<file path="src/rtl/core/itp_pkg.sv">
`default_nettype none

package itp_pkg;

  // Symbol width and default stack depth
  localparam int unsigned SymW          = 8;
  localparam int unsigned StackDepthDef = 32;

  // Symbol table
  localparam logic [SymW-1:0] SymMul   = 8'h2A;  // '*'
  localparam logic [SymW-1:0] SymDiv   = 8'h2F;  // '/'
  localparam logic [SymW-1:0] SymAdd   = 8'h2B;  // '+'
  localparam logic [SymW-1:0] SymSub   = 8'h2D;  // '-'
  localparam logic [SymW-1:0] SymOpen  = 8'h28;  // '('
  localparam logic [SymW-1:0] SymClose = 8'h29;  // ')'

  // Error codes
  localparam logic [1:0] ErrNone      = 2'd0;
  localparam logic [1:0] ErrOverflow  = 2'd1;
  localparam logic [1:0] ErrUnmatched = 2'd2;

  typedef enum logic [1:0] {
    CLS_OPERAND,
    CLS_OPEN,
    CLS_CLOSE,
    CLS_OPER
  } sym_cls_e;

  // One result item
  typedef struct packed {
    logic [SymW-1:0] sym;
    logic            has;
    logic            last;
    logic            eoe;
    logic [1:0]      err;
  } res_t;

  function automatic sym_cls_e sym_class(input logic [SymW-1:0] s);
    sym_cls_e c;
    c = CLS_OPERAND;
    if (s == SymOpen) begin
      c = CLS_OPEN;
    end else if (s == SymClose) begin
      c = CLS_CLOSE;
    end else if (s == SymMul || s == SymDiv || s == SymAdd || s == SymSub) begin
      c = CLS_OPER;
    end
    return c;
  endfunction

  // Precedence of a stacked entry or incoming operator (parentheses are 0)
  function automatic logic [1:0] prec(input logic [SymW-1:0] s);
    logic [1:0] p;
    p = 2'd0;
    if (s == SymMul || s == SymDiv) begin
      p = 2'd2;
    end else if (s == SymAdd || s == SymSub) begin
      p = 2'd1;
    end
    return p;
  endfunction

  function automatic res_t mk_res(input logic [SymW-1:0] sym, input logic has,
                                  input logic last, input logic eoe,
                                  input logic [1:0] err);
    res_t r;
    r.sym  = has ? sym : '0;
    r.has  = has;
    r.last = last;
    r.eoe  = eoe;
    r.err  = err;
    return r;
  endfunction

endpackage

`default_nettype wire

</file>
<file path="src/rtl/core/itp_stack_ram.sv">
`default_nettype none

module itp_stack_ram #(
  parameter  int unsigned Depth = itp_pkg::StackDepthDef,
  localparam int unsigned AddrW = $clog2(Depth)
) (
  input  wire logic                    clk_i,
  input  wire logic                    we_i,
  input  wire logic [AddrW-1:0]        waddr_i,
  input  wire logic [itp_pkg::SymW-1:0] wdata_i,
  input  wire logic                    re_i,
  input  wire logic [AddrW-1:0]        raddr_i,
  output logic      [itp_pkg::SymW-1:0] rdata_o
);
  import itp_pkg::*;

  logic [SymW-1:0] mem [Depth];
  logic [SymW-1:0] rdata_q;

  // Write one entry, register the read data
  always_ff @(posedge clk_i) begin
    if (we_i) begin
      mem[waddr_i] <= wdata_i;
    end
    if (re_i) begin
      rdata_q <= mem[raddr_i];
    end
  end

  assign rdata_o = rdata_q;

endmodule

`default_nettype wire

</file>
<file path="src/rtl/core/infix_to_postfix_converter_unit.sv">
`default_nettype none
// Infix to postfix converter (shunting yard) with an operator stack in a
// synchronous single-port-read RAM.
// Input channel s_axis: one character per request in tdata, tuser high marks a
// flush (end of expression) and then tdata is ignored.
// Output channel m_axis: one postfix result per request. tdata carries the
// emitted character (zero for a status-only result), tlast marks the last
// result caused by one input request, tuser carries has_symbol, end of
// expression and the error code.
// Sequencing: an operand, a bare push or any item that meets an empty stack
// is handled when it is accepted, and its result, if any, is loaded into
// the output register. An operator, a close parenthesis or a flush on a
// non-empty stack moves to ST_EVAL, which examines stack entries through
// the registered RAM read, one entry per cycle while the output slot is
// free; an operator that empties the stack or a close parenthesis that finds
// no match then passes through ST_TAIL. Items are handled one at a time.
// Reset clears the stack count and the output register; the RAM contents are
// not cleared, since no entry is read before it was written.
// When the receiver stalls, the pending result holds in the output register
// and the sequencer halts until that request is taken.
module infix_to_postfix_converter_unit #(
  parameter int unsigned StackDepth = itp_pkg::StackDepthDef
) (
  input  wire logic                     clk_i,
  input  wire logic                     rst_ni,
  input  wire logic                     s_axis_tvalid_i,
  output logic                          s_axis_tready_o,
  input  wire logic [7:0]               s_axis_tdata_i,   // [7:0] symbol
  input  wire logic                     s_axis_tuser_i,   // [0] flush
  output logic                          m_axis_tvalid_o,
  input  wire logic                     m_axis_tready_i,
  output logic      [7:0]               m_axis_tdata_o,   // [7:0] out_symbol
  output logic                          m_axis_tlast_o,   // last_of_run
  output logic      [3:0]               m_axis_tuser_o    // [0] has_symbol,
                                                          // [1] end_of_expression,
                                                          // [3:2] error
);
  import itp_pkg::*;

  localparam int unsigned AddrW = $clog2(StackDepth);
  localparam int unsigned CntW  = $clog2(StackDepth + 1);

  typedef enum logic [2:0] {
    ST_IDLE = 3'b001,
    ST_EVAL = 3'b010,
    ST_TAIL = 3'b100
  } state_e;

  typedef enum logic [1:0] {
    MODE_FLUSH,
    MODE_CLOSE,
    MODE_OPER
  } mode_e;

  state_e            state_q, state_d;
  mode_e             mode_q, mode_d;
  logic [SymW-1:0]   op_q, op_d;
  logic [CntW-1:0]   cnt_q, cnt_d;
  logic [SymW-1:0]   pend_q, pend_d;
  logic              pend_vld_q, pend_vld_d;
  logic [1:0]        tail_err_q, tail_err_d;
  res_t              out_q, out_d;
  logic              out_vld_q, out_vld_d;

  logic              ram_we, ram_re;
  logic [AddrW-1:0]  ram_waddr, ram_raddr;
  logic [SymW-1:0]   ram_wdata, top_sym;

  res_t              res;
  logic              res_vld;
  logic              slot_free, accept;
  logic [CntW-1:0]   cnt_m1, cnt_m2;
  logic              cnt_is_one, cnt_is_full, cnt_is_zero;
  sym_cls_e          in_cls;

  itp_stack_ram #(
    .Depth (StackDepth)
  ) u_stack (
    .clk_i   (clk_i),
    .we_i    (ram_we),
    .waddr_i (ram_waddr),
    .wdata_i (ram_wdata),
    .re_i    (ram_re),
    .raddr_i (ram_raddr),
    .rdata_o (top_sym)
  );

  assign slot_free       = !out_vld_q || m_axis_tready_i;
  assign s_axis_tready_o = (state_q == ST_IDLE) && slot_free;
  assign accept          = s_axis_tvalid_i && s_axis_tready_o;

  assign cnt_m1      = cnt_q - CntW'(1);
  assign cnt_m2      = cnt_q - CntW'(2);
  assign cnt_is_zero = (cnt_q == '0);
  assign cnt_is_one  = (cnt_q == CntW'(1));
  assign cnt_is_full = (cnt_q == CntW'(StackDepth));
  assign in_cls      = sym_class(s_axis_tdata_i);

  // Sequencer: read the top entry, decide, pop or push, emit
  always_comb begin
    state_d    = state_q;
    mode_d     = mode_q;
    op_d       = op_q;
    cnt_d      = cnt_q;
    pend_d     = pend_q;
    pend_vld_d = pend_vld_q;
    tail_err_d = tail_err_q;
    ram_we     = 1'b0;
    ram_waddr  = cnt_q[AddrW-1:0];
    ram_wdata  = s_axis_tdata_i;
    ram_re     = 1'b0;
    ram_raddr  = cnt_m1[AddrW-1:0];
    res_vld    = 1'b0;
    res        = mk_res('0, 1'b0, 1'b0, 1'b0, ErrNone);

    unique case (state_q)
      ST_IDLE: begin
        if (accept) begin
          if (s_axis_tuser_i) begin
            // Flush: empty stack gives a single status result
            if (cnt_is_zero) begin
              res_vld = 1'b1;
              res     = mk_res('0, 1'b0, 1'b1, 1'b1, ErrNone);
            end else begin
              ram_re  = 1'b1;
              mode_d  = MODE_FLUSH;
              state_d = ST_EVAL;
            end
          end else begin
            unique case (in_cls)
              CLS_OPERAND: begin
                res_vld = 1'b1;
                res     = mk_res(s_axis_tdata_i, 1'b1, 1'b1, 1'b0, ErrNone);
              end
              CLS_OPEN: begin
                if (cnt_is_full) begin
                  res_vld = 1'b1;
                  res     = mk_res('0, 1'b0, 1'b1, 1'b0, ErrOverflow);
                end else begin
                  ram_we = 1'b1;
                  cnt_d  = cnt_q + CntW'(1);
                end
              end
              CLS_CLOSE: begin
                if (cnt_is_zero) begin
                  res_vld = 1'b1;
                  res     = mk_res('0, 1'b0, 1'b1, 1'b0, ErrUnmatched);
                end else begin
                  ram_re  = 1'b1;
                  mode_d  = MODE_CLOSE;
                  state_d = ST_EVAL;
                end
              end
              CLS_OPER: begin
                if (cnt_is_zero) begin
                  ram_we = 1'b1;
                  cnt_d  = cnt_q + CntW'(1);
                end else begin
                  ram_re  = 1'b1;
                  op_d    = s_axis_tdata_i;
                  mode_d  = MODE_OPER;
                  state_d = ST_EVAL;
                end
              end
              default: ;
            endcase
          end
        end
      end

      ST_EVAL: begin
        if (slot_free) begin
          ram_raddr = cnt_m2[AddrW-1:0];
          unique case (mode_q)
            MODE_FLUSH: begin
              // Pop top first; the bottom entry closes the expression
              res_vld = 1'b1;
              res     = mk_res(top_sym, 1'b1, cnt_is_one, cnt_is_one, ErrNone);
              cnt_d   = cnt_m1;
              if (cnt_is_one) begin
                state_d = ST_IDLE;
              end else begin
                ram_re = 1'b1;
              end
            end
            MODE_CLOSE: begin
              cnt_d = cnt_m1;
              if (top_sym == SymOpen) begin
                // Drop the matching open parenthesis, release the held entry
                res_vld    = pend_vld_q;
                res        = mk_res(pend_q, 1'b1, 1'b1, 1'b0, ErrNone);
                pend_vld_d = 1'b0;
                state_d    = ST_IDLE;
              end else begin
                res_vld    = pend_vld_q;
                res        = mk_res(pend_q, 1'b1, 1'b0, 1'b0, ErrNone);
                pend_d     = top_sym;
                pend_vld_d = 1'b1;
                if (cnt_is_one) begin
                  tail_err_d = ErrUnmatched;
                  state_d    = ST_TAIL;
                end else begin
                  ram_re = 1'b1;
                end
              end
            end
            MODE_OPER: begin
              if (prec(top_sym) >= prec(op_q)) begin
                res_vld    = pend_vld_q;
                res        = mk_res(pend_q, 1'b1, 1'b0, 1'b0, ErrNone);
                pend_d     = top_sym;
                pend_vld_d = 1'b1;
                if (cnt_is_one) begin
                  // Stack ran empty: push into the freed bottom slot
                  ram_we     = 1'b1;
                  ram_waddr  = cnt_m1[AddrW-1:0];
                  ram_wdata  = op_q;
                  tail_err_d = ErrNone;
                  state_d    = ST_TAIL;
                end else begin
                  cnt_d  = cnt_m1;
                  ram_re = 1'b1;
                end
              end else begin
                // Lower precedence on top: push the operator, or flag overflow if full
                state_d = ST_IDLE;
                if (pend_vld_q) begin
                  ram_we     = 1'b1;
                  ram_wdata  = op_q;
                  cnt_d      = cnt_q + CntW'(1);
                  res_vld    = 1'b1;
                  res        = mk_res(pend_q, 1'b1, 1'b1, 1'b0, ErrNone);
                  pend_vld_d = 1'b0;
                end else if (cnt_is_full) begin
                  res_vld = 1'b1;
                  res     = mk_res('0, 1'b0, 1'b1, 1'b0, ErrOverflow);
                end else begin
                  ram_we    = 1'b1;
                  ram_wdata = op_q;
                  cnt_d     = cnt_q + CntW'(1);
                end
              end
            end
            default: ;
          endcase
        end
      end

      ST_TAIL: begin
        if (slot_free) begin
          res_vld = 1'b1;
          if (pend_vld_q) begin
            // Release the held entry; last only when no status follows
            res        = mk_res(pend_q, 1'b1, (tail_err_q == ErrNone), 1'b0, ErrNone);
            pend_vld_d = 1'b0;
            if (tail_err_q == ErrNone) begin
              state_d = ST_IDLE;
            end
          end else begin
            res     = mk_res('0, 1'b0, 1'b1, 1'b0, tail_err_q);
            state_d = ST_IDLE;
          end
        end
      end

      default: state_d = ST_IDLE;
    endcase
  end

  // Output register: load on a new result, clear once taken
  always_comb begin
    out_d     = out_q;
    out_vld_d = out_vld_q;
    if (res_vld) begin
      out_d     = res;
      out_vld_d = 1'b1;
    end else if (m_axis_tready_i) begin
      out_vld_d = 1'b0;
    end
  end

  always_ff @(posedge clk_i or negedge rst_ni) begin
    if (!rst_ni) begin
      state_q    <= ST_IDLE;
      mode_q     <= MODE_FLUSH;
      cnt_q      <= '0;
      pend_vld_q <= 1'b0;
      tail_err_q <= ErrNone;
      out_vld_q  <= 1'b0;
    end else begin
      state_q    <= state_d;
      mode_q     <= mode_d;
      cnt_q      <= cnt_d;
      pend_vld_q <= pend_vld_d;
      tail_err_q <= tail_err_d;
      out_vld_q  <= out_vld_d;
    end
  end

  // Payload registers
  always_ff @(posedge clk_i) begin
    op_q   <= op_d;
    pend_q <= pend_d;
    out_q  <= out_d;
  end

  assign m_axis_tvalid_o = out_vld_q;
  assign m_axis_tdata_o  = out_q.sym;
  assign m_axis_tlast_o  = out_q.last;
  assign m_axis_tuser_o  = {out_q.err, out_q.eoe, out_q.has};

endmodule

`default_nettype wire

</file>
<file path="config.mk">
export PLATFORM = sky130hd
export DESIGN_NAME = infix_to_postfix_converter_unit
export DESIGN_NICKNAME = d
export VERILOG_FILES = /design/src/rtl/core/itp_pkg.sv /design/src/rtl/core/itp_stack_ram.sv /design/src/rtl/core/infix_to_postfix_converter_unit.sv
export SDC_FILE = /design/constraint.sdc
export NUM_CORES = 1
export LEC_CHECK = 0
export BUFFER_PORTS_ARGS = -buffer_cell sky130_fd_sc_hd__clkbuf_2
export CAP_MARGIN = 20
export CORE_MARGIN = 5
export CORE_UTILIZATION = 30
export CTS_CLUSTER_DIAMETER = 30
export DETAILED_ROUTE_END_ITERATION = 12
export PLACE_DENSITY = 0.44
export SETUP_SLACK_MARGIN = 0.02
export SYNTH_ARGS = -nofsm -noshare
export SYNTH_HDL_FRONTEND = slang
export SYNTH_SLANG_ARGS = --single-unit
</file>
<file path="constraint.sdc">
create_clock -name clk_i -period 5 [get_ports clk_i]
set_clock_uncertainty 0.2 [all_clocks]
set_input_delay 0.5 -clock clk_i [delete_from_list [all_inputs] [get_ports clk_i]]
set_output_delay 0.5 -clock clk_i [all_outputs]
set_load 0.005 [all_outputs]
</file>
==> results of run 1 <==
registers in the layout, summed over array words and instances, names as in the netlist, 3 cells and up:
register         count
cnt_q                6
m_axis_tdata_o       8
m_axis_tuser_o       4
op_q                 8
pend_q               8
state_q              3
u_stack.mem        256
u_stack.rdata_o      8
layout make-up:
class,count,area [µm²]
inverter,14,52.6
tap,680,851
sequential,307,9160
fill,4876,32000
multi-input combinational,608,6020
antenna,1,2.50
clock inverter,50,504
clock buffer,103,2220
timing repair buffer,72,513
logic make-up after synthesis:
family	count (synthesis)
compound gates	142
xor+xnor	7
simple gates	243
fa+ha+maj	13
buf+inv	87
mux	203
flops	307
power breakdown:
part	switching (mW)	internal, mW
Combinational	2.81	2.06
Clock	1.56	3.52
Sequential	0.153	3.12
worst max-delay path by stage:
stage                                  from                           end  slack [ps]  cells past startpoint
3_5_place_dp   u_stack.rdata_o[4]$_DFFE_PP_   u_stack.mem[3][7]$_DFFE_PP_         840                     10
2_1_floorplan          cnt_q[1]$_DFFE_PN0P_  u_stack.mem[12][0]$_DFFE_PP_        1020                     14
5_1_grt        u_stack.rdata_o[4]$_DFFE_PP_  u_stack.mem[10][1]$_DFFE_PP_         570                     10
6_report       u_stack.rdata_o[4]$_DFFE_PP_   u_stack.mem[8][1]$_DFFE_PP_         900                     10
4_1_cts        u_stack.rdata_o[4]$_DFFE_PP_  u_stack.mem[10][1]$_DFFE_PP_         810                     10
3_3_place_gp   u_stack.rdata_o[4]$_DFFE_PP_   u_stack.mem[2][7]$_DFFE_PP_         930                     10
through the flow:
stage	hold WS (ps)	cell area (µm²)	std cells	power (mW)
floorplan	4.41	15500	1002	6.69
global placement	254	16500	1675	8.23
detailed placement	250	16500	1675	8.24
CTS	78.5	19300	1834	13.4
global route	83.5	19300	1834	13.9
finish	97.6	19300	1835	13.2
layout by cell type, fill, tap and decap left out, drive strengths merged, types with 6 or more instances in the layout:
| master | count |
|---|---|
| nand2b | 10 |
| clkinv | 37 |
| edfxtp | 293 |
| bufinv | 8 |
| o21ai | 18 |
| buf | 39 |
| nor2 | 50 |
| ha | 13 |
| clkbuf | 130 |
| dfrtp | 13 |
| a22oi | 14 |
| and3 | 10 |
| mux2 | 19 |
| a41oi | 7 |
| mux4 | 119 |
| a21oi | 33 |
| nor2b | 7 |
| nand4 | 6 |
| mux2i | 65 |
| o32ai | 6 |
| dlygate4sd3 | 6 |
| inv | 16 |
| nand3 | 35 |
| o211ai | 7 |
| nor3 | 18 |
| o32a | 8 |
| nand2 | 81 |
per-layer routing:
layer | wire length, µm | global-route usage | share of wire
met1 | 19300 | 0.205 | 0.45
met2 | 19900 | 0.240 | 0.46
met3 | 2570 | 0.0413 | 0.060
met4 | 1340 | 0.0589 | 0.031
met5 | 13 | 0 | 0.00030
==> impl_metrics.yaml, run 1 <==
routing:
  drt_iter0_drc: 698
  drt_pass1_iterations: 5
  vias_per_cell: 5.28
  routed_wirelength_um: 43100
  drc: 0
  wl_per_cell_um: 23.5
  drtAntennaViolNets: 0
  via_count: 9684
cts:
  clkTransAtPathRegs_ps: 40
  cts_tree: "done"
  insertion_delay_ps: 610
  ctsResizeCount: 0
  clkSinkCount: 307
  htree_levels: 3
  cts_hold_buf: 6
  postCtsSetupBuffers: 0
  cts_buffers: 85
  clock_path_buffers: 3
  root_buffer: "clkbuf_16"
worst_hold_path:
  hold_end: "op_q[5]$_DFFE_PP_"
  hold_class: "input pin to flop"
  worstHoldPathCells: 1
  hold_start: "s_axis_tdata_i[5]"
final_layout:
  layout-drive-gt1-share: 0.297
  nNetsFinal: 1114
  syn_to_final_growth_pct: 24.3
  utilization: 0.377
synthesis:
  syn_inst: 1002
  ys_ff_latch: 307
  synthTopCellsByArea: "edfxtp_1 57%, mux4_2 17%, mux2i_1 4.2%"
  async_flop_share: 0.0456
  synth_mux_area_frac: 0.228
  synth_common_cells: "293 x edfxtp_1, 119 x mux4_2, 80 x nand2_1"
  synth_cell_type_count: 73
  synth_compound_area_frac: 0.0665
  ys_seq_area_frac: 0.589
  synth_nets: 1028
  synth_top_family_by_area: "multiplexers"
  synth.most_common_cell: "edfxtp_1"
  synth_simple_gate_area_frac: 0.0772
  yosys.area_share.adder: 0.0105
  syn_area_per_cell_um2: 15.5
  yosysTopAreaCellShare: 0.566
  synthFlopType: "edfxtp_1"
  synthXorXnorAreaFrac: 0.00394
  ys_warn_count: 0
  yosys.area.top_type: "edfxtp_1"
  synth_edf_count: 293
  syn_area_mm2: 0.0155
timing:
  hold_viol_final: 0
  tightest_slew_ps: 930
  setup-tns-final_ps: 0
  slew_violations: 0
  period_needed_ps: 4100
  max_slew_margin: 0.378
  fin_crit_sh: 0.819
  final.setup.worst_slack_ps: 904
  rsz0062_at_grt: "false"
  setup_violations: 0
  max_freq_ghz: 0.244
global_routing:
  grt-ovfl-total: 0
  grt_pass1_wl_um: 65500
  grt_pass1_vias: 10200
  track_usage: 0.153
  grt_start_max_net_pins: 115
  antenna_found_initial: 2
floorplanning:
  dieArea_mm2: 0.0565
  rows: 83
  coreArea_mm2: 0.0513
  start_util: 0.303
  num_io_pins: 28
  fp.dieW_um: 238
  die_h_um: 238
worst_setup_path:
  cp_top_family: "simple AND/OR/NAND/NOR gates"
  path_cells: "nand3b_1 -> nor3_1 -> nand3_1 -> ha_1 -> nand2b_1 -> a21oi_1 -> nor4_4 -> a211oi_1 -> o211ai_1 -> nor2_1"
  start_kind: "flop"
  critPathCaptureType: "flop"
  path_max_fanout: 8
  critPathRequiredTime_ps: 5010
  reg2reg_depth: 10
  reg2reg_slack_ps: 900
  crit_buf_inv: 0
  arrival_ps: 4100
  critPathSlowestCell: "nor2_1"
  slowest_delay_ps: 680
  r2r_end: "u_stack.mem[8][1]$_DFFE_PP_"
  crit_type: "flop to flop"
  r2r-start: "u_stack.rdata_o[4]$_DFFE_PP_"
power:
  p_per_area_mw_per_mm2: 684
  ir_drop_mv: 0.435
  p_leak_nw: 6.65
place:
  portBuffers: 27
  dp_hpwl_um: 27400
  post-place-ws_ps: 837
  place_congestion: 0.773
status:
  status: "complete, no violations"
run:
  cap_violations: 0
Power figures use the tool's default switching activity.
==> run 2, diff against run 1 <==
==> constraint.sdc (replaced) <==
create_clock -name clk_i -period 4 [get_ports clk_i]
set_clock_uncertainty 0.2 [all_clocks]
set_input_delay 0.4 -clock clk_i [delete_from_list [all_inputs] [get_ports clk_i]]
set_output_delay 0.4 -clock clk_i [all_outputs]
set_load 0.005 [all_outputs]
==> run 2 against run 1 <==
Effect of this change:
- non-clock buffer count is 23 higher
- flip-flop and latch count unchanged
- first-iteration DRC count is 5.0% lower
- wire length is 2.4% higher
- sequential power increased by 25%
- global-route usage up 0.19 points
- critical path type unchanged
- largest cell class unchanged
==> impl_metrics.yaml, run 2 (synthesis results as in run 1) <==
cts:
  clock_path_buffers: 3
  insertion_delay_ps: 600
  clkTransAtPathRegs_ps: 40
  clkSinkCount: 307
  cts_tree: "done"
  cts_buffers: 82
  root_buffer: "clkbuf_16"
  htree_levels: 3
  postCtsSetupBuffers: 0
global_routing:
  antenna_found_initial: 1
  grt_start_max_net_pins: 120
  grt-ovfl-total: 0
  track_usage: 0.155
  grt_pass1_wl_um: 66100
  grt_pass1_vias: 10000
final_layout:
  finish.instance_area_mm2: 0.0197
  largest-register: "u_stack.mem"
  antenna_cells: 0
  n_fill_cell: 4787
  most-common-layout-cells: "293 x edfxtp_1, 119 x mux4_2, 82 x clkbuf_16"
  layout-drive-gt1-share: 0.327
  mostFrequentLayoutCell: "edfxtp_1"
  syn_to_final_growth_pct: 26.6
  multi_input_area_mm2: 0.00604
  nNetsFinal: 1134
  ff_latch_area_mm2: 0.00916
  largest_register_ff_count: 256
place:
  place_congestion: 0.794
  portBuffers: 27
  placed_area_mm2: 0.0167
  dp_hpwl_um: 27900
status:
  status: "complete, no violations"
routing:
  drc: 0
  via_count: 9790
  routed_wirelength_um: 44100
  drtAntennaViolNets: 0
  vias_per_cell: 5.27
  drt_iter0_drc: 663
  drt_pass1_iterations: 5
  wl_per_cell_um: 23.8
floorplanning:
  start_util: 0.303
  die_h_um: 238
  coreArea_mm2: 0.0513
  num_io_pins: 28
  rows: 83
  fp.dieW_um: 238
  dieArea_mm2: 0.0565
worst_setup_path:
  path_max_fanout: 32
  start_kind: "flop"
  arrival_ps: 3760
  critPathCaptureType: "flop"
  crit_type: "flop to flop"
  critPathRequiredTime_ps: 4060
timing:
  max_freq_ghz: 0.270
  max_slew_margin: 0.310
  period_needed_ps: 3710
  setup-tns-final_ps: 0
  setup_violations: 0
  slew_violations: 0
  fin_crit_sh: 0.927
  hold_viol_final: 0
  rsz0062_at_grt: "false"
  tightest_slew_ps: 1030
power:
  p_per_area_mw_per_mm2: 867
  p_leak_nw: 6.85
  ir_drop_mv: 0.576
worst_hold_path:
  hold_class: "input pin to flop"
run:
  cap_violations: 0
==> run 2: cell types whose count changed in the layout (fill, tap and decap cells not counted), sizes merged <==
cell | before | now
dlygate4sd3 | 6 | 9
inv | 16 | 22
diode | 1 | 0
clkbuf | 130 | 121
clkinvlp | 3 | 5
bufinv | 8 | 16
buf | 39 | 59
clkinv | 37 | 29
==> run 2: final cells by class <==
| cell class | instances | share of cell area |
|---|---|---|
| clock buffer | 94 | 0.107 |
| inverter | 14 | 0.00267 |
| multi-input combinational | 608 | 0.307 |
| sequential | 307 | 0.465 |
| clock inverter | 58 | 0.0390 |
| timing repair buffer | 95 | 0.0365 |
| tap | 680 | 0.0432 |
==> run 2: power breakdown <==
| group | internal (mW) | leakage [nW] | switching [mW] |
|---|---|---|---|
| Clock | 4.78 | 1.39 | 1.99 |
| Combinational | 2.66 | 2.63 | 3.55 |
| Sequential | 3.90 | 2.83 | 0.182 |
| Total | 11.3 | 6.85 | 5.72 |
==> run 2: per-layer routing <==
metal | vias to the layer above | track usage | wire [µm]
met5 | - | 0 | 7
met4 | 2 | 0.0547 | 1150
met3 | 75 | 0.0340 | 2360
met2 | 307 | 0.246 | 20700
met1 | 5062 | 0.212 | 19900
li1 | 4344 | - | -
==> run 2: repair_timing <==
item / CTS / global route
resized for setup: 0 / 8
endpoints found under the setup margin: 0 / 83
hold buffers: 9 / 0
endpoints found under the hold margin: 22 / 0
==> run 2: final timing paths <==
| check | start | end | slack, ps | depth (start not counted) |
|---|---|---|---|---|
| worst max-delay path | u_stack.rdata_o[4]$_DFFE_PP_ | u_stack.mem[0][3]$_DFFE_PP_ | 290 | 10 |
| worst min-delay path | s_axis_tdata_i[2] | op_q[2]$_DFFE_PP_ | 40 | 1 |
| worst max register to register | u_stack.rdata_o[4]$_DFFE_PP_ | u_stack.mem[0][3]$_DFFE_PP_ | 290 | 10 |
| worst min register to register | u_stack.rdata_o[4]$_DFFE_PP_ | pend_q[4]$_DFFE_PP_ | 300 | 0 |
| max in group asynchronous | rst_ni | cnt_q[1]$_DFFE_PN0P_ | 3170 | 2 |
| min in group asynchronous | rst_ni | m_axis_tvalid_o$_DFFE_PN0P_ | 100 | 2 |
==> run 2: critical path, stage by stage (launching register included) <==
cell and delay [ps]:
edfxtp_1 410, nand3b_1 190, nor3_1 300, nand3_1 140
ha_1 280, nand2b_1 180, a211o_1 320, nor3_1 240
buf_4 160, nor2_2 90, mux2_2 850
==> run 2: per-stage QoR <==
| stage | instances | worst slack [ps] | utilization | power [mW] | hold WS, ps |
|---|---|---|---|---|---|
| after floorplan | 1002 | 19.2 | - | 8.37 | -95.6 |
| after global placement | 1695 | 191 | 0.326 | 10.4 | 156 |
| after detailed placement | 1695 | 135 | 0.326 | 10.4 | 159 |
| after CTS | 1856 | 74.0 | 0.383 | 17.3 | 15.0 |
| after global routing | 1856 | 26.5 | 0.384 | 17.9 | 32.7 |
| final | 1856 | 292 | 0.384 | 17.1 | 39.8 |
